<file path="config.mk">
export PLATFORM = sky130hd
export DESIGN_NAME = vtu_csr
export DESIGN_NICKNAME = d
export VERILOG_FILES = /design/src/rtl/vtu_pkg.sv /design/src/rtl/vtu_csr.sv
export SDC_FILE = /design/constraint.sdc
export NUM_CORES = 1
export LEC_CHECK = 0
export ABC_CLOCK_PERIOD_IN_PS = 4100
export BUFFER_PORTS_ARGS = -buffer_cell sky130_fd_sc_hd__buf_2
export CAP_MARGIN = 20
export CORE_AREA = 10 10 178 180
export DETAILED_ROUTE_END_ITERATION = 16
export DIE_AREA = 0 0 188 190
export GPL_ROUTABILITY_DRIVEN = 0
export PLACE_DENSITY = 0.78
export SLEW_MARGIN = 20
export SYNTH_ARGS = -nofsm -noshare
export SYNTH_HDL_FRONTEND = slang
export SYNTH_SLANG_ARGS = --single-unit
</file>
<file path="constraint.sdc">
create_clock -name clock -period 4.1 [get_ports clock]
set_clock_uncertainty 0.1 [all_clocks]
set_input_delay 1.23 -clock clock [delete_from_list [all_inputs] [get_ports clock]]
set_output_delay 1.23 -clock clock [all_outputs]
set_load 0.05 [all_outputs]
</file>
<file path="src/rtl/vtu_pkg.sv">
// Shared types and constants of the vertex transform unit.
package vtu_pkg;

   localparam int COORD_W = 32;   // Q16.16 point component
   localparam int COEF_W  = 24;   // lane coefficient, Q.16 fraction
   localparam int LANES   = 3;
   localparam int ADDR_W  = 6;
   localparam int DATA_W  = 64;

   typedef enum logic [1:0] {
      MODE_AFFINE = 2'd0,
      MODE_NORMAL = 2'd1,
      MODE_ROTATE = 2'd2
   } mode_type;

   typedef enum logic [2:0] {
      REG_MODE     = 3'd0,
      REG_COEFF_X  = 3'd1,
      REG_COEFF_Y  = 3'd2,
      REG_COEFF_Z  = 3'd3,
      REG_OFFSET_XY = 3'd4,
      REG_OFFSET_Z = 3'd5,
      REG_QUAT     = 3'd6
   } reg_index_type;

   typedef struct packed {
      logic signed [COORD_W-1:0] in_x;
      logic signed [COORD_W-1:0] in_y;
      logic signed [COORD_W-1:0] in_z;
      logic                      batch_end;
   } req_type;

   typedef struct packed {
      logic signed [COORD_W-1:0] out_x;
      logic signed [COORD_W-1:0] out_y;
      logic signed [COORD_W-1:0] out_z;
      logic                      overflow;
      logic                      batch_end_out;
   } rsp_type;

   typedef struct packed {
      mode_type     transform_mode;
      logic [47:0]  coeffs_for_x;
      logic [47:0]  coeffs_for_y;
      logic [47:0]  coeffs_for_z;
      logic [63:0]  offset_xy;
      logic [31:0]  offset_z;
      logic [63:0]  rotation_quat;
   } cfg_type;

   // Coefficients of one output component: one per input component.
   typedef struct packed {
      logic signed [COEF_W-1:0]  c_x;
      logic signed [COEF_W-1:0]  c_y;
      logic signed [COEF_W-1:0]  c_z;
      logic signed [COORD_W-1:0] trans;
   } lane_coef_type;

   typedef lane_coef_type [LANES-1:0] coef_bus_type;

   typedef struct packed {
      logic signed [COORD_W-1:0] value;
      logic                      ovf;
   } lane_out_type;

   typedef lane_out_type [LANES-1:0] lane_bus_type;

   typedef struct packed {
      logic valid;
      logic batch_end;
   } ctl_type;

endpackage

</file>
<file path="src/rtl/vtu_csr.sv">
// Configuration register file behind the APB-style port.
module vtu_csr
   import vtu_pkg::*;
(
   input  logic              clock,
   input  logic              reset,
   input  logic              psel,
   input  logic              penable,
   input  logic              pwrite,
   input  logic [ADDR_W-1:0] paddr,
   input  logic [DATA_W-1:0] pwdata,
   output logic [DATA_W-1:0] prdata,
   output cfg_type           cfg
);

   cfg_type       cfg_ff;
   reg_index_type idx;
   logic          wr_en;

   assign idx   = reg_index_type'(paddr[ADDR_W-1:3]);
   assign wr_en = psel && penable && pwrite;

   always_ff @(posedge clock) begin
      if (reset) begin
         cfg_ff.transform_mode <= MODE_AFFINE;
         cfg_ff.coeffs_for_x   <= 48'h0000_0000_1000;
         cfg_ff.coeffs_for_y   <= 48'h0000_1000_0000;
         cfg_ff.coeffs_for_z   <= 48'h1000_0000_0000;
         cfg_ff.offset_xy      <= '0;
         cfg_ff.offset_z       <= '0;
         cfg_ff.rotation_quat  <= 64'h4000_0000_0000_0000;
      end else if (wr_en) begin
         unique case (idx)
            REG_MODE: begin
               // The unused mode code leaves the register as it was.
               if (pwdata[1:0] != 2'd3) begin
                  cfg_ff.transform_mode <= mode_type'(pwdata[1:0]);
               end
            end
            REG_COEFF_X:   cfg_ff.coeffs_for_x  <= pwdata[47:0];
            REG_COEFF_Y:   cfg_ff.coeffs_for_y  <= pwdata[47:0];
            REG_COEFF_Z:   cfg_ff.coeffs_for_z  <= pwdata[47:0];
            REG_OFFSET_XY: cfg_ff.offset_xy     <= pwdata;
            REG_OFFSET_Z:  cfg_ff.offset_z      <= pwdata[31:0];
            REG_QUAT:      cfg_ff.rotation_quat <= pwdata;
            default: ;
         endcase
      end
   end

   always_comb begin
      unique case (idx)
         REG_MODE:      prdata = {62'd0, cfg_ff.transform_mode};
         REG_COEFF_X:   prdata = {16'd0, cfg_ff.coeffs_for_x};
         REG_COEFF_Y:   prdata = {16'd0, cfg_ff.coeffs_for_y};
         REG_COEFF_Z:   prdata = {16'd0, cfg_ff.coeffs_for_z};
         REG_OFFSET_XY: prdata = cfg_ff.offset_xy;
         REG_OFFSET_Z:  prdata = {32'd0, cfg_ff.offset_z};
         REG_QUAT:      prdata = cfg_ff.rotation_quat;
         default:       prdata = '0;
      endcase
   end

   assign cfg = cfg_ff;

endmodule

</file>
==> impl.org <==
** Die
- Initial core utilization :: 48.2%
- The die is around 190 µm tall.
- Core area :: 0.0282 mm²
- between 400 and 500 I/O pins were placed.
- The floorplan step defined a die boundary enclosing approximately 0.036 mm².
- In this run the core area contains slightly above 60 standard-cell rows.
- The die is 188 µm wide.

** Logic synthesis
- The synthesized design contains 0 enable-type register cells.
- For this run, asynchronously set or reset flops after synthesis account for 0%.
- Post-synth design cell area :: 0.0136 mm²
- Mean Syn Cell Area :: between 9 and 10 µm²
- Net count after synthesis :: about 1500
- In this run, synthesis produced a sequential element count of between 300 and 400.
- The netlist uses 40 different library cells.
- The cell count after synthesis came out at 1393.
- Portion of synthesized cell area occupied by the leading cell type :: 45.0%
- Of all cell types, the one taking the most synthesized area is dfxtp_1.
- After synthesis, flip-flops and latches occupy approximately 45% of the total area.
- Among all flip-flop cells after synthesis, the most frequent one is dfxtp_1.
- Number of synthesis warnings :: 0
- Largest cells by area after synthesis :: dfxtp_1, mux2i_1, a31o_2, nor3_1, nand2_1

** Critical path
- End of the worst register-to-register path :: cfg[304]
- Slack of the worst reg-to-reg path :: around 3.3 ns
- In this run the worst path has a maximum fanout of 15.
- Endpoint class of the critical path :: output pin
- The critical path in this run is classified as in2out.
- Data on the critical path is required at its endpoint by between 2 and 3 ns.
- Capturing element of the worst setup path :: prdata[16]
- Data arrival at the endpoint of the critical path :: 2.73 ns
- Worst R2R Path Depth :: 2
- Startpoint of the most critical setup path :: paddr[4]
- The worst setup path is launched from an input port.
- Beginning of the worst register-to-register path :: cfg[304]

** Final layout
- Number of fillers in the final layout :: 2386
- Relative to the synthesized area, the layout overhead comes to 30.3%.
- Of the cells placed in the final design, the portion with a size suffix greater than 1 is a little over two fifths.
- Post-route core utilization :: a little over three fifths
- Post-route standard cell area excluding fillers :: approximately 0.018 mm²
- After the last flow step, the layout net total stands at between 1500 and 2000.
- Number of flip-flops in the largest register :: 306

** Status
- The flow ran to the end, and the final reports show no timing, DRC or antenna violations.

** Timing
- Tightest Pin Transition :: around 0.73 ns
- The worst pin sits at a relative slew slack of roughly half.
- The worst path needs a little over 4 ns of the cycle, external delays included.
- Setup repair after global routing left no endpoint under its margin.
- Total of endpoints with negative setup slack in the final report :: 0
- In the finished design, the share of the clock period the worst path needs comes to around 99%.
- The number of hold-slack violations in the final timing report was 0.
- Derived from the worst setup path, the maximum achievable clock frequency is roughly 0.25 GHz.
- Final setup slack of the worst path :: between 0.04 and 0.05 ns
- The number of max-slew violations in the final report is 0.

** Global route
- Global-route wire length before repair :: 81700 µm
- The initial antenna violation count was 1.
- The via count of the first global-routing pass came to about 13000.
- Global routing consumed, over all layers together, approximately 29% of the routing resources.
- After global routing the overflow that remains totals 0.
- Pin count of the biggest net entering global routing :: a little under 80

** Clock tree
- The clock reaches the later pin of the worst-skew pair after roughly 0.49 ns.
- Buffers from clock root to sink, at most :: 3
- Clock tree synthesis selected as its root buffer the cell clkbuf_16.
- Clock tree synthesis inserted a total of 34 buffers.
- TritonCTS sink count :: 306
- Clock-pin slew was measured on the worst setup and hold paths at approximately 0.060 ns.
- TritonCTS built the clock tree.
- The H-tree was split into 2 levels.
- Post CTS Setup Buffer Count :: 0

** Hold path
- Class of the tightest hold or removal check :: reg2reg
- The worst hold path begins at cfg[26].

** Routing
- For this block, the initial DRC count from the detailed router was 1108.
- Detailed-routing iteration count for the pre-antenna-repair pass :: 6
- Routed wire length :: 54200 µm
- Dividing the detail-routed via count by the number of cells gives 6.13.
- Wire per inst :: around 25 µm
- For this run, design rule violations remaining after detail routing come to 0.
- Antenna Nets Post-Route :: 0
- Vias :: ~13000

** Placement
- Buffers placed on the I/O ports in this run total 441.
- After legalization and detailed placement, the total HPWL measured about 37000 µm.
- In this run the cell area measured after placement is about 0.016 mm².
- Placement-stage worst setup slack :: -0.180 ns

** Pwr
- Dividing total power by cell area gives a power density of 389 mW/mm².
- Static power due to leakage :: between 8 and 9 nW
- IR analysis of the VDD net gives a maximum drop of between 400 and 500 µV.

** Flow run
- Number of max-cap violations :: 0
## kinds of logic (layout without fill, tap and decap cells)
family	after synthesis	after routing	synth area share, %
compound gates	320	320	19.9
buf+inv	157	568	4.97
flops	306	306	45.0
mux	204	204	15.4
other cells	0	2	0
simple gates	406	406	14.6
## routing by layer
metal / up-vias / wire [µm] / global-route usage, %
met2: 736 / 26000 / 47.5
met5: - / 0 / 0
met3: 126 / 5310 / 8.44
li1: 5986 / - / -
met4: 0 / 1950 / 11.7
met1: 6585 / 20900 / 33.9
## cells in the mapped netlist, types with 3 or more instances
| cell type | number |
|---|---|
| a21oi_1 | 23 |
| a221o_1 | 19 |
| a221oi_1 | 20 |
| a22o_1 | 16 |
| a2bb2oi_1 | 18 |
| a31o_1 | 31 |
| a31o_2 | 154 |
| buf_1 | 8 |
| buf_2 | 54 |
| buf_4 | 3 |
| clkbuf_1 | 89 |
| dfxtp_1 | 306 |
| mux2_2 | 34 |
| mux2i_1 | 169 |
| nand2_1 | 123 |
| nand2b_1 | 66 |
| nand3_1 | 10 |
| nor2_1 | 7 |
| nor2b_1 | 5 |
| nor3_1 | 186 |
| o21ai_0 | 3 |
| o21ai_1 | 4 |
| o221ai_1 | 8 |
| o2bb2ai_1 | 19 |
## worst min path at each step
| stage | cells after the start | to |
|---|---|---|
| after floorplan | 2 | cfg[284] |
| after global placement | 2 | cfg[26] |
| after detailed placement | 2 | cfg[276] |
| after CTS | 2 | cfg[276] |
| after global routing | 2 | cfg[278] |
| final | 2 | cfg[26] |
## cell usage in the layout (no fill, tap or decap), drive strengths merged, types with 10 or more instances in the layout
cell type  synthesis  final
nand2b            66     66
nor3             186    186
a221oi            20     20
mux2i            169    169
mux2              34     34
a22o              16     16
buf               66    507
dfxtp            306    306
a2bb2oi           18     18
a221o             19     19
o2bb2ai           19     19
clkbuf            89     50
nand3             10     10
a21oi             23     23
nand2            123    123
a31o             185    185
## stage by stage
step                      std cells  hold slack (ns)  TNS [ns]  total power, W
after floorplan                1393            0.578    -0.622         0.00349
after global placement         2130            0.354     -2.11         0.00372
after detailed placement       2130            0.359     -2.50         0.00372
after CTS                      2188            0.373         0         0.00693
after global routing           2189            0.383         0         0.00709
final                          2190            0.373         0         0.00690
## critical path, stage by stage
cell and delay (ns):
buf_4 0.13, buf_6 0.24, buf_12 0.20, mux2i_2 0.30, a2bb2oi_1 0.26, a21oi_1 0.11, buf_2 0.23
## final cells by class
type                    count  area [µm²]  area share [%]
diodes                      2        5.00          0.0283
well taps                 384         480            2.71
multi-input cells         930        6980            39.4
inverters                   2        15.0          0.0848
clock buffers              49        1010            5.71
repair buffers            508        2920            16.5
flip-flops and latches    306        6130            34.6
clock inverters             9         173           0.975
## what timing repair did
item | CTS | global route
resized for setup | 3 | 4
hold buffers | 0 | 0
endpoints found under the setup margin | 19 | 11
## power breakdown
group	internal [W]	total, W	leakage, nW	switching [W]
logic	0.000185	0.000652	5.39	0.000467
registers	0.00300	0.00301	2.47	0.0000186
clock network	0.00202	0.00323	0.577	0.00121
(Power assumes the default switching activity.)
