<file path="config.mk">
export PLATFORM = sky130hd
export DESIGN_NAME = vtu_merge
export DESIGN_NICKNAME = d
export VERILOG_FILES = /design/src/rtl/vtu_pkg.sv /design/src/rtl/vtu_merge.sv
export SDC_FILE = /design/constraint.sdc
export NUM_CORES = 1
export LEC_CHECK = 0
export ABC_CLOCK_PERIOD_IN_PS = 2250
export BUFFER_PORTS_ARGS = -buffer_cell sky130_fd_sc_hd__buf_2
export CELL_PAD_IN_SITES_DETAIL_PLACEMENT = 1
export CELL_PAD_IN_SITES_GLOBAL_PLACEMENT = 2
export CORE_MARGIN = 3
export CORE_UTILIZATION = 20
export DETAILED_ROUTE_END_ITERATION = 8
export PLACE_DENSITY_LB_ADDON = 0.1
export SETUP_SLACK_MARGIN = 0.3
export SKIP_LAST_GASP = 1
export SLEW_MARGIN = 20
export SYNTH_ARGS = -nofsm -noshare
export SYNTH_HDL_FRONTEND = slang
export SYNTH_SLANG_ARGS = --single-unit
</file>
<file path="constraint.sdc">
create_clock -name clock -period 2.25 [get_ports clock]
set_clock_uncertainty 0.15 [all_clocks]
set_input_delay 0.5625 -clock clock [delete_from_list [all_inputs] [get_ports clock]]
set_output_delay 0.5625 -clock clock [all_outputs]
set_load 0.03 [all_outputs]
</file>
<file path="src/rtl/vtu_pkg.sv">
// Shared types and constants of the vertex transform unit.
package vtu_pkg;

   localparam int COORD_W = 32;   // Q16.16 point component
   localparam int COEF_W  = 24;   // lane coefficient, Q.16 fraction
   localparam int LANES   = 3;
   localparam int ADDR_W  = 6;
   localparam int DATA_W  = 64;

   typedef enum logic [1:0] {
      MODE_AFFINE = 2'd0,
      MODE_NORMAL = 2'd1,
      MODE_ROTATE = 2'd2
   } mode_type;

   typedef enum logic [2:0] {
      REG_MODE     = 3'd0,
      REG_COEFF_X  = 3'd1,
      REG_COEFF_Y  = 3'd2,
      REG_COEFF_Z  = 3'd3,
      REG_OFFSET_XY = 3'd4,
      REG_OFFSET_Z = 3'd5,
      REG_QUAT     = 3'd6
   } reg_index_type;

   typedef struct packed {
      logic signed [COORD_W-1:0] in_x;
      logic signed [COORD_W-1:0] in_y;
      logic signed [COORD_W-1:0] in_z;
      logic                      batch_end;
   } req_type;

   typedef struct packed {
      logic signed [COORD_W-1:0] out_x;
      logic signed [COORD_W-1:0] out_y;
      logic signed [COORD_W-1:0] out_z;
      logic                      overflow;
      logic                      batch_end_out;
   } rsp_type;

   typedef struct packed {
      mode_type     transform_mode;
      logic [47:0]  coeffs_for_x;
      logic [47:0]  coeffs_for_y;
      logic [47:0]  coeffs_for_z;
      logic [63:0]  offset_xy;
      logic [31:0]  offset_z;
      logic [63:0]  rotation_quat;
   } cfg_type;

   // Coefficients of one output component: one per input component.
   typedef struct packed {
      logic signed [COEF_W-1:0]  c_x;
      logic signed [COEF_W-1:0]  c_y;
      logic signed [COEF_W-1:0]  c_z;
      logic signed [COORD_W-1:0] trans;
   } lane_coef_type;

   typedef lane_coef_type [LANES-1:0] coef_bus_type;

   typedef struct packed {
      logic signed [COORD_W-1:0] value;
      logic                      ovf;
   } lane_out_type;

   typedef lane_out_type [LANES-1:0] lane_bus_type;

   typedef struct packed {
      logic valid;
      logic batch_end;
   } ctl_type;

endpackage

</file>
<file path="src/rtl/vtu_merge.sv">
// Joins the three lane results into one result word and drives the strobe.
module vtu_merge
   import vtu_pkg::*;
(
   input  logic         clock,
   input  logic         reset,
   input  lane_bus_type lanes,
   input  ctl_type      ctl,
   output logic         rsp_valid,
   output rsp_type      rsp_data
);

   logic    valid_ff;
   rsp_type data_ff, data_in;

   always_comb begin
      data_in.out_x         = lanes[0].value;
      data_in.out_y         = lanes[1].value;
      data_in.out_z         = lanes[2].value;
      data_in.overflow      = lanes[0].ovf | lanes[1].ovf | lanes[2].ovf;
      data_in.batch_end_out = ctl.batch_end;
   end

   always_ff @(posedge clock) begin
      if (reset) begin
         valid_ff <= 1'b0;
      end else begin
         valid_ff <= ctl.valid;
      end
   end

   always_ff @(posedge clock) begin
      data_ff <= data_in;
   end

   assign rsp_valid = valid_ff;
   assign rsp_data  = data_ff;

endmodule

</file>
==> results of run 1 <==
placed cells by master, fill, tap and decap left out, drive strengths merged:
master / synthesis / routed
nor2b: 1 / 1
dfxtp: 99 / 99
clkinvlp: 0 / 1
clkbuf: 0 / 11
bufinv: 0 / 2
buf: 0 / 201
clkinv: 0 / 1
or3: 1 / 1
layer usage:
metal / up-vias / routed length (microns) / track usage
met3: 9 / 872 / 0.0649
met4: 0 / 96 / 0.0472
met1: 669 / 1840 / 0.0892
met2: 112 / 2830 / 0.164
met5: - / 0 / 0
li1: 731 / - / -
path summary, 6_finish.rpt:
check	startpoint	endpoint	slack, ns	cells after the start
hold / removal	lanes[84]	rsp_data[19]	0.16	1
setup / recovery	rsp_data[13]	rsp_data[13]	0.67	1
sequential cells by signal, indices dropped and copies added, names as in the netlist:
register	flops
rsp_valid	1
rsp_data	98
power by group through the flow:
| stage | Clock, mW | Sequential [mW] | Combinational [mW] |
|---|---|---|---|
| final | 1.19 | 1.86 | 0.372 |
| after global routing | 1.33 | 1.87 | 0.392 |
| after CTS | 1.25 | 1.86 | 0.378 |
| after detailed placement | 0 | 1.91 | 0.378 |
| after global placement | 0 | 1.90 | 0.376 |
| after floorplan | 0 | 2.10 | 0.00101 |
metrics by stage:
step | instances | hold WS, ns | total power, mW | setup WS [ns] | util
after floorplan | 101 | 0.440 | 2.10 | 1.07 | -
after global placement | 431 | 0.515 | 2.28 | 0.969 | 0.334
after detailed placement | 431 | 0.516 | 2.28 | 0.961 | 0.334
after CTS | 446 | 0.130 | 3.49 | 0.629 | 0.356
after global routing | 446 | 0.115 | 3.59 | 0.604 | 0.356
final | 446 | 0.156 | 3.43 | 0.667 | 0.356
cell families after synthesis:
kind of cell / synth area share
DFF: 0.994
and+or+nand+nor: 0.00628
layout make-up:
class / count / area, sq um
flip-flops and latches: 99 / 1980
multi-input cells: 2 / 12.5
clock inverters: 4 / 76.3
fillers: 1102 / 6090
repair buffers: 201 / 1010
well taps: 129 / 161
clock buffers: 11 / 131
==> summary.md, run 1 <==
| Metric | Value |
|---|---|
| Status | `finished clean` |
| Gate power share | `0.108` |
| Seq/Total Area, Yosys | `0.994` |
| Synth Instances | `101` |
| Final count of hold timing violations | `0` |
| Post-CTS Resized | `0` |
| Most numerous cell in the Yosys netlist | `dfxtp_1` |
| Routed Antenna Nets | `0` |
| Clock-pin slew on the worst setup and hold paths | `0.09 ns` |
| Post-route cell area | `0.00337 sq mm` |
| Nets | `416` |
| Die Width | `106 microns` |
| Inserted Clock Buffers | `9` |
| Final max-slew violation count | `0` |
| Worst slew pin tran | `0.177 ns` |
| Vias | `1521` |
| Congestion Overflow GR | `0` |
| Critical path buffers and inverters | `1` |
| Die area | `0.0112 sq mm` |
| Top_reg_cell synth | `dfxtp_1` |
| Starting DRT DRC Count | `12` |
| RSZ-0062 raised after global routing | `no` |
| PortBufs | `201` |
| # setup viols final | `0` |
| Antenna violations before repair | `0` |
| Area growth syn-to-layout | `68.9%` |
| Leakage power | `1.73 nW` |
| TritonCTS clock tree | `yes` |
| Pint | `2.59 mW` |
| CP delay by family, top | `flip-flops` |
| # DRC | `0` |
| Synthesis Warnings | `0` |
| P_sw | `0.836 mW` |
| CTS sink cnt | `99` |
| GRT Overall Usage | `0.0971` |
| Initial Util | `0.211` |
| Crit path launch type | `flip-flop` |
| Critical path class | `reg -> out` |
| Asr flop ratio synth | `0` |
| Synth cell count leaders | `dfxtp_1 (99), nor2b_1 (1), or3_1 (1)` |
| Syn nets | `204` |
| Final GP Congestion | `0.664` |
| Top-area cell type share of the netlist area | `0.994` |
| Post-DP HPWL | `4.63 mm` |
| CP arrival | `0.87 ns` |
| CTS H-tree lvls | `3` |
| Mapped cell area | `0.00199 sq mm` |
| # IOs | `202` |
| Count of flip-flops with a built-in enable after synthesis | `0` |
| Max-Cap Viols | `0` |
| Hold buffer count at cts | `0` |
| Setup bufs post-CTS | `0` |
| Crit end category | `output port` |
| Avg Synthesized Cell Area | `19.7 sq um` |
| Library cells used by synthesis | `3` |
| Root Driver | `clkbuf_8` |
| Area after DPL | `0.00316 sq mm` |
| Worst Hold Class | `in -> reg` |
| Worst path max stage delay | `0.33 ns` |
| Worst path slowest cell | `dfxtp_1` |
| Vias per std cell | `3.41` |
| Crit-path cells | `buf_2` |
| Sequential share of power | `0.543` |
| Slew headroom | `0.883` |
| Num rows | `35` |
| Core Area | `0.00946 sq mm` |
| Min Tclk post-route | `1.58 ns` |
| Max Buffers Root-to-Sink | `2` |
| Synth Register Bits | `99` |
| Ant diodes | `0` |
| Worst vdd ir | `0.374 mV` |
| Power Dens Cells | `1020 mW/mm^2` |
| Clock power frac | `0.348` |
| Leading area contributor after synthesis | `dfxtp_1` |
| Tcrit/Tclk final | `0.704` |
| First-pass GRT wire length | `8.07 mm` |
| DIE HEIGHT | `106 microns` |
| Number of global-route vias before repair | `1531` |
| Required @ worst endpoint | `1.54 ns` |
| Fmax | `632 MHz` |
| Sw frac | `0.244` |
| Largest net degree at the start of global routing | `16` |
| Setup TNS | `0 ns` |
| Pre-antenna DRT Iters | `4` |
| Worst-path fanout max | `1` |
| Final wirelength | `5.64 mm` |
| Ranking of synthesized cells by area | `dfxtp_1 (99%), nor2b_1 (0.31%), or3_1 (0.31%)` |
| Share of layout cells above drive strength 1 | `0.675` |
| WL/cell | `12.6 microns` |
Power figures use the tool's default switching activity.
==> inputs of run 2 (changes only) <==
--- a/config.mk
+++ b/config.mk
@@ -5,12 +5,12 @@
 export SDC_FILE = /design/constraint.sdc
 export NUM_CORES = 1
 export LEC_CHECK = 0
-export ABC_CLOCK_PERIOD_IN_PS = 2250
+export ABC_CLOCK_PERIOD_IN_PS = 1400
 export BUFFER_PORTS_ARGS = -buffer_cell sky130_fd_sc_hd__buf_2
 export CELL_PAD_IN_SITES_DETAIL_PLACEMENT = 1
 export CELL_PAD_IN_SITES_GLOBAL_PLACEMENT = 2
 export CORE_MARGIN = 3
-export CORE_UTILIZATION = 20
+export CORE_UTILIZATION = 17
 export DETAILED_ROUTE_END_ITERATION = 8
 export PLACE_DENSITY_LB_ADDON = 0.1
 export SETUP_SLACK_MARGIN = 0.3
==> constraint.sdc (replaced) <==
create_clock -name clock -period 1.4 [get_ports clock]
set_clock_uncertainty 0.15 [all_clocks]
set_input_delay 0.35 -clock clock [delete_from_list [all_inputs] [get_ports clock]]
set_output_delay 0.35 -clock clock [all_outputs]
set_load 0.03 [all_outputs]
==> run 2 against run 1 <==
Sequential cell count did not move; critical path depth did not move; worst hold slack got worse by 0.10 ns; global-route usage rose by 2.3 points; combinational power rose to 2.7 times the previous value; via count rose by 29%; utilization rose by 11 points; non-clock buffer count rose by 98; sequential power rose by 65%; sequential share of layout area fell by 18 points; die area rose by 17%; total power rose by 89%; critical endpoint is now rsp_data[83]; highest routed layer unchanged.
==> summary.md, run 2 (synthesis gave the netlist of run 1 again) <==
| Metric | Value |
|---|---|
| Largest net degree at the start of global routing | `16 (unchanged)` |
| CP delay by family, top | `flip-flops` |
| Post-DP HPWL | `4.74 mm (+2.4%)` |
| Post-route cell area | `0.00519 sq mm (+54%)` |
| Met2 Usage GRT | `0.227 (+0.0624)` |
| WL/cell | `14.1 microns (+12%)` |
| Required @ worst endpoint | `0.90 ns (-0.64 ns)` |
| Max-Cap Viols | `0 (unchanged)` |
| Area growth syn-to-layout | `160%` |
| Worst path slowest cell | `dfxtp_2` |
| Root Driver | `clkbuf_16` |
| Power Dens Cells | `1250 mW/mm^2 (+23%)` |
| Min Hold Slack | `0.0520 ns (-0.104 ns)` |
| # IOs | `202 (unchanged)` |
| RSZ-0062 raised after global routing | `yes` |
| Critical path class | `reg -> out` |
| Setup TNS | `0 ns (unchanged)` |
| Tot Pwr | `6.49 mW (+89%)` |
| Num rows | `38 (+8.6%)` |
| Final wirelength | `7.82 mm (+39%)` |
| Worst-path fanout max | `1 (unchanged)` |
| CP arrival | `0.80 ns (-0.07 ns)` |
| Ant diodes | `0 (unchanged)` |
| Worst vdd ir | `0.777 mV (+110%)` |
| Congestion Overflow GR | `0 (unchanged)` |
| Fin cells | `554 (+24%)` |
| Routed Antenna Nets | `0 (unchanged)` |
| # setup viols final | `0 (unchanged)` |
| Inserted Clock Buffers | `9 (unchanged)` |
| Crit end category | `output port` |
| Grt met3 use | `0.0671 (+0.00221)` |
| Core Area | `0.0111 sq mm (+18%)` |
| Crit-path cells | `buf_6` |
| Cells after DPL | `442 (+2.6%)` |
| GRT Overall Usage | `0.120 (+0.0233)` |
| Final GP Congestion | `0.683 (+2.8%)` |
| Worst setup margin | `0.102 ns (-0.565 ns)` |
| Most common cell after layout, fill and taps aside | `buf_2` |
| Share of layout cells above drive strength 1 | `0.758 (+0.0834)` |
| Min Tclk post-route | `1.30 ns` |
| Critical path buffers and inverters | `1 (unchanged)` |
| Worst slew pin tran | `0.101 ns (-0.0760 ns)` |
| PortBufs | `201 (unchanged)` |
| Vias per std cell | `3.55 (+4.2%)` |
| Layout Utilization | `0.467 (+0.110)` |
| Initial Util | `0.179 (-0.0316)` |
| Pre-antenna DRT Iters | `4 (unchanged)` |
| Crit path launch type | `flip-flop` |
| Die area | `0.0131 sq mm (+17%)` |
| Tcrit/Tclk final | `0.927` |
| Final count of hold timing violations | `0 (unchanged)` |
| Placement Setup Slack | `0.325 ns (-0.636 ns)` |
| Most used routing layer | `met2` |
| DIE HEIGHT | `114 microns (+8.0%)` |
| Antenna violations before repair | `0 (unchanged)` |
| Commonest cells after routing, fill and taps aside | `buf_2 (102), buf_6 (99), dfxtp_2 (99)` |
| TritonCTS clock tree | `yes` |
| Leakage power | `2.38 nW (+38%)` |
| Area after DPL | `0.00318 sq mm (+0.44%)` |
| Met1 track demand over resource | `0.105 (+0.0162)` |
| Max Buffers Root-to-Sink | `2 (unchanged)` |
| Max FFs per register | `98 (unchanged)` |
| Vias | `1968 (+29%)` |
| First-pass GRT wire length | `11.7 mm (+45%)` |
| Fmax | `770 MHz` |
| Nets | `514 (+24%)` |
| # DRC | `0 (unchanged)` |
| Number of global-route vias before repair | `2289 (+50%)` |
| Final max-slew violation count | `0 (unchanged)` |
| Die Width | `114 microns (+8.0%)` |
| Worst path max stage delay | `0.33 ns (about the same)` |
| Clock-pin slew on the worst setup and hold paths | `0.07 ns (-0.02 ns)` |
| Status | `finished clean` |
| Setup bufs post-CTS | `0 (unchanged)` |
| CTS H-tree lvls | `3 (unchanged)` |
| Worst Hold Class | `in -> reg` |
| CTS sink cnt | `99 (unchanged)` |
| Starting DRT DRC Count | `50 (+38)` |
| Slew headroom | `0.933 (+0.0498)` |
[run 2: cell count changes in the layout (fill, tap and decap cells not counted), moves of 8 or more]
cell           previous run  this run
buf_2                   201       102
buf_6                     0        99
dfxtp_1                  99         0
dfxtp_2                   0        99
dlygate4sd3_1             0        98
clkbuf_16                 0         9
clkbuf_8                  9         1
[run 2: timing repair]
action / in CTS / in global routing
resized for setup: 297 / 0
setup endpoints to repair: 99 / 99
hold endpoints to repair: 98 / 0
hold buffers: 98 / 0
[run 2: worst paths after layout]
| check | depth (start not counted) | endpoint | slack [ns] | from |
|---|---|---|---|---|
| max | 1 | rsp_data[83] | 0.10 | rsp_data[83] |
| min | 2 | rsp_data[1] | 0.05 | lanes[66] |
[run 2: power by group]
part	leakage, nW	total (mW)	switching (mW)	internal [mW]
sequential	0.836	3.07	0.0690	3.00
clock	0.133	2.42	1.01	1.41
combinational	1.41	1.00	0.452	0.553
[run 2: layout make-up]
type	count	area [sq um]
clock inverter	4	52.6
multi-input combinational	2	12.5
tap	140	175
sequential	99	2110
timing repair buffer	299	2610
fill	1157	5930
clock buffer	10	239
[run 2: metal layers]
metal	share of wire	routed length [microns]
met1	0.32	2540
met2	0.53	4130
met3	0.13	1040
met4	0.015	116
met5	0	0
==> inputs of run 3 (changes only) <==
--- a/config.mk
+++ b/config.mk
@@ -5,12 +5,12 @@
 export SDC_FILE = /design/constraint.sdc
 export NUM_CORES = 1
 export LEC_CHECK = 0
-export ABC_CLOCK_PERIOD_IN_PS = 1400
+export ABC_CLOCK_PERIOD_IN_PS = 1600
 export BUFFER_PORTS_ARGS = -buffer_cell sky130_fd_sc_hd__buf_2
 export CELL_PAD_IN_SITES_DETAIL_PLACEMENT = 1
 export CELL_PAD_IN_SITES_GLOBAL_PLACEMENT = 2
 export CORE_MARGIN = 3
-export CORE_UTILIZATION = 17
+export CORE_UTILIZATION = 20
 export DETAILED_ROUTE_END_ITERATION = 8
 export PLACE_DENSITY_LB_ADDON = 0.1
 export SETUP_SLACK_MARGIN = 0.3
==> constraint.sdc (replaced) <==
create_clock -name clock -period 1.6 [get_ports clock]
set_clock_uncertainty 0.15 [all_clocks]
set_input_delay 0.4 -clock clock [delete_from_list [all_inputs] [get_ports clock]]
set_output_delay 0.4 -clock clock [all_outputs]
set_load 0.03 [all_outputs]
==> run 3 against run 2 <==
First-iteration DRC count is 24% lower; utilization is 6.9 points higher; die area is 14% lower; worst setup slack better by 0.12 ns; wire length is 4.4% higher; non-clock buffer count is 1 lower; sequential cell count stayed put.
==> summary.md, run 3 (synthesis gave the netlist of run 1 again) <==
| Metric | Value |
|---|---|
| First-pass GRT wire length | `12.5 mm (+7.0%)` |
| Final count of hold timing violations | `0 (unchanged)` |
| Commonest cells after routing, fill and taps aside | `buf_2 (102), buf_6 (99), dfxtp_2 (99)` |
| Critical Path Stages | `1 (unchanged)` |
| GRT Overall Usage | `0.149 (+0.0288)` |
| Worst vdd ir | `0.346 mV (-55%)` |
| Crit end category | `output port` |
| Nets | `513 (-0.19%)` |
| Vias per std cell | `3.58 (+0.72%)` |
| Required @ worst endpoint | `1.05 ns (+0.15 ns)` |
| Min Tclk post-route | `1.38 ns` |
| Congestion Overflow GR | `0 (unchanged)` |
| Setup bufs post-CTS | `0 (unchanged)` |
| Antenna violations before repair | `1 (+1)` |
| DIE HEIGHT | `106 microns (-7.4%)` |
| Tcrit/Tclk final | `0.864` |
| Num rows | `35 (-7.9%)` |
| WL met3 | `844 microns (-19%)` |
| # setup viols final | `0 (unchanged)` |
| Critical path buffers and inverters | `1 (unchanged)` |
| Max-Cap Viols | `0 (unchanged)` |
| Origin of the worst setup path | `rsp_data[16]` |
| Max FFs per register | `98 (unchanged)` |
| Largest net degree at the start of global routing | `18 (+2)` |
| Most common cell after layout, fill and taps aside | `buf_2` |
| RSZ-0062 raised after global routing | `yes` |
| Crit-path cells | `buf_6` |
| CTS H-tree lvls | `3 (unchanged)` |
| Pre-antenna DRT Iters | `3 (-1)` |
| Tot Pwr | `5.06 mW (-22%)` |
| Post-DP HPWL | `4.64 mm (-2.0%)` |
| Hold path depth | `2 (unchanged)` |
| CTS sink cnt | `99 (unchanged)` |
| Crit path launch type | `flip-flop` |
| Final GP Congestion | `0.664 (-2.7%)` |
| Share of layout cells above drive strength 1 | `0.759 (about the same)` |
| Slew headroom | `0.929 (-0.00405)` |
| Area growth syn-to-layout | `154%` |
| Status | `finished clean` |
| Routed Antenna Nets | `0 (unchanged)` |
| Critical path class | `reg -> out` |
| CP delay by family, top | `flip-flops` |
| CP arrival | `0.83 ns (+0.03 ns)` |
| Inserted Clock Buffers | `9 (unchanged)` |
| Die area | `0.0112 sq mm (-14%)` |
| Die Width | `106 microns (-7.4%)` |
| Routed wl met2 | `4.63 mm (+12%)` |
| TritonCTS clock tree | `yes` |
| Final max-slew violation count | `0 (unchanged)` |
| Worst-path fanout max | `1 (unchanged)` |
| # DRC | `0 (unchanged)` |
| Initial Util | `0.211 (+0.0316)` |
| Worst Hold Class | `in -> reg` |
| Final wirelength | `8.16 mm (+4.4%)` |
| Worst slew pin tran | `0.107 ns (+0.00608 ns)` |
| Core Area | `0.00946 sq mm (-15%)` |
| Vias | `1950 (-0.91%)` |
| Worst path slowest cell | `dfxtp_2` |
| Max Buffers Root-to-Sink | `2 (unchanged)` |
| Leakage power | `2.33 nW (-2.0%)` |
| Setup TNS | `0 ns (unchanged)` |
| Max Used Layer | `met4` |
| Min Hold Slack | `0.0419 ns (-0.0101 ns)` |
| Number of global-route vias before repair | `2309 (+0.87%)` |
| Clock-pin slew on the worst setup and hold paths | `0.11 ns (+0.04 ns)` |
| Starting DRT DRC Count | `38 (-24%)` |
| Worst path max stage delay | `0.35 ns (+0.02 ns)` |
| Worst setup endpoint | `rsp_data[16]` |
| Root Driver | `clkbuf_8` |
| # IOs | `202 (unchanged)` |
| Power Dens Cells | `1000 mW/mm^2 (-20%)` |
| Fmax | `723 MHz` |
| PortBufs | `201 (unchanged)` |
| WL/cell | `15.0 microns (+6.1%)` |
| Wl on met1 | `2.57 mm (+1.0%)` |
[run 3: where the power goes]
part,leakage (nW),switching [mW],total [mW],internal [mW]
Sequential,0.836,0.0620,2.68,2.62
Clock,0.0885,0.864,1.50,0.632
Combinational,1.41,0.402,0.884,0.482
[run 3: timing repair]
action | 4_1_cts | 5_1_grt
endpoints found under the hold margin | 97 | 0
pin swaps | 0 | 0
endpoints found under the setup margin | 99 | 99
hold buffers | 97 | 0
resized for setup | 297 | 0
[run 3: layout make-up]
| type | instances | area, sq um |
|---|---|---|
| Fill cell | 998 | 4400 |
| Antenna cell | 1 | 2.50 |
| Multi-Input combinational cell | 2 | 12.5 |
| Timing Repair Buffer | 298 | 2600 |
| Sequential cell | 99 | 2110 |
| Clock inverter | 5 | 43.8 |
| Clock buffer | 11 | 141 |
| Tap cell | 129 | 161 |
[run 3: through the flow]
step | instances | util | cell area [sq um] | setup slack (ns)
2_1_floorplan | 101 | - | 1990 | 0.582
4_1_cts | 544 | 0.535 | 5060 | 0.190
6_report | 545 | 0.535 | 5060 | 0.217
3_5_place_dp | 431 | 0.334 | 3160 | 0.475
3_3_place_gp | 431 | 0.334 | 3160 | 0.481
5_1_grt | 545 | 0.535 | 5060 | 0.169
[run 3: worst min-delay path by stage]
stage / slack (ns) / endpoint / from
after floorplan: 0.28 / rsp_data[0] / ctl[0]
after global placement: 0.35 / rsp_data[15] / lanes[80]
after detailed placement: 0.35 / rsp_data[35] / lanes[35]
after CTS: 0.01 / rsp_valid / reset
after global routing: 0.03 / rsp_valid / reset
final: 0.04 / rsp_valid / reset
[run 3: metal layers]
layer  vias up  global-route usage
met5         -                   0
li1        929                   -
met1       897               0.130
met2       114               0.293
met4         0              0.0648
met3        10              0.0625
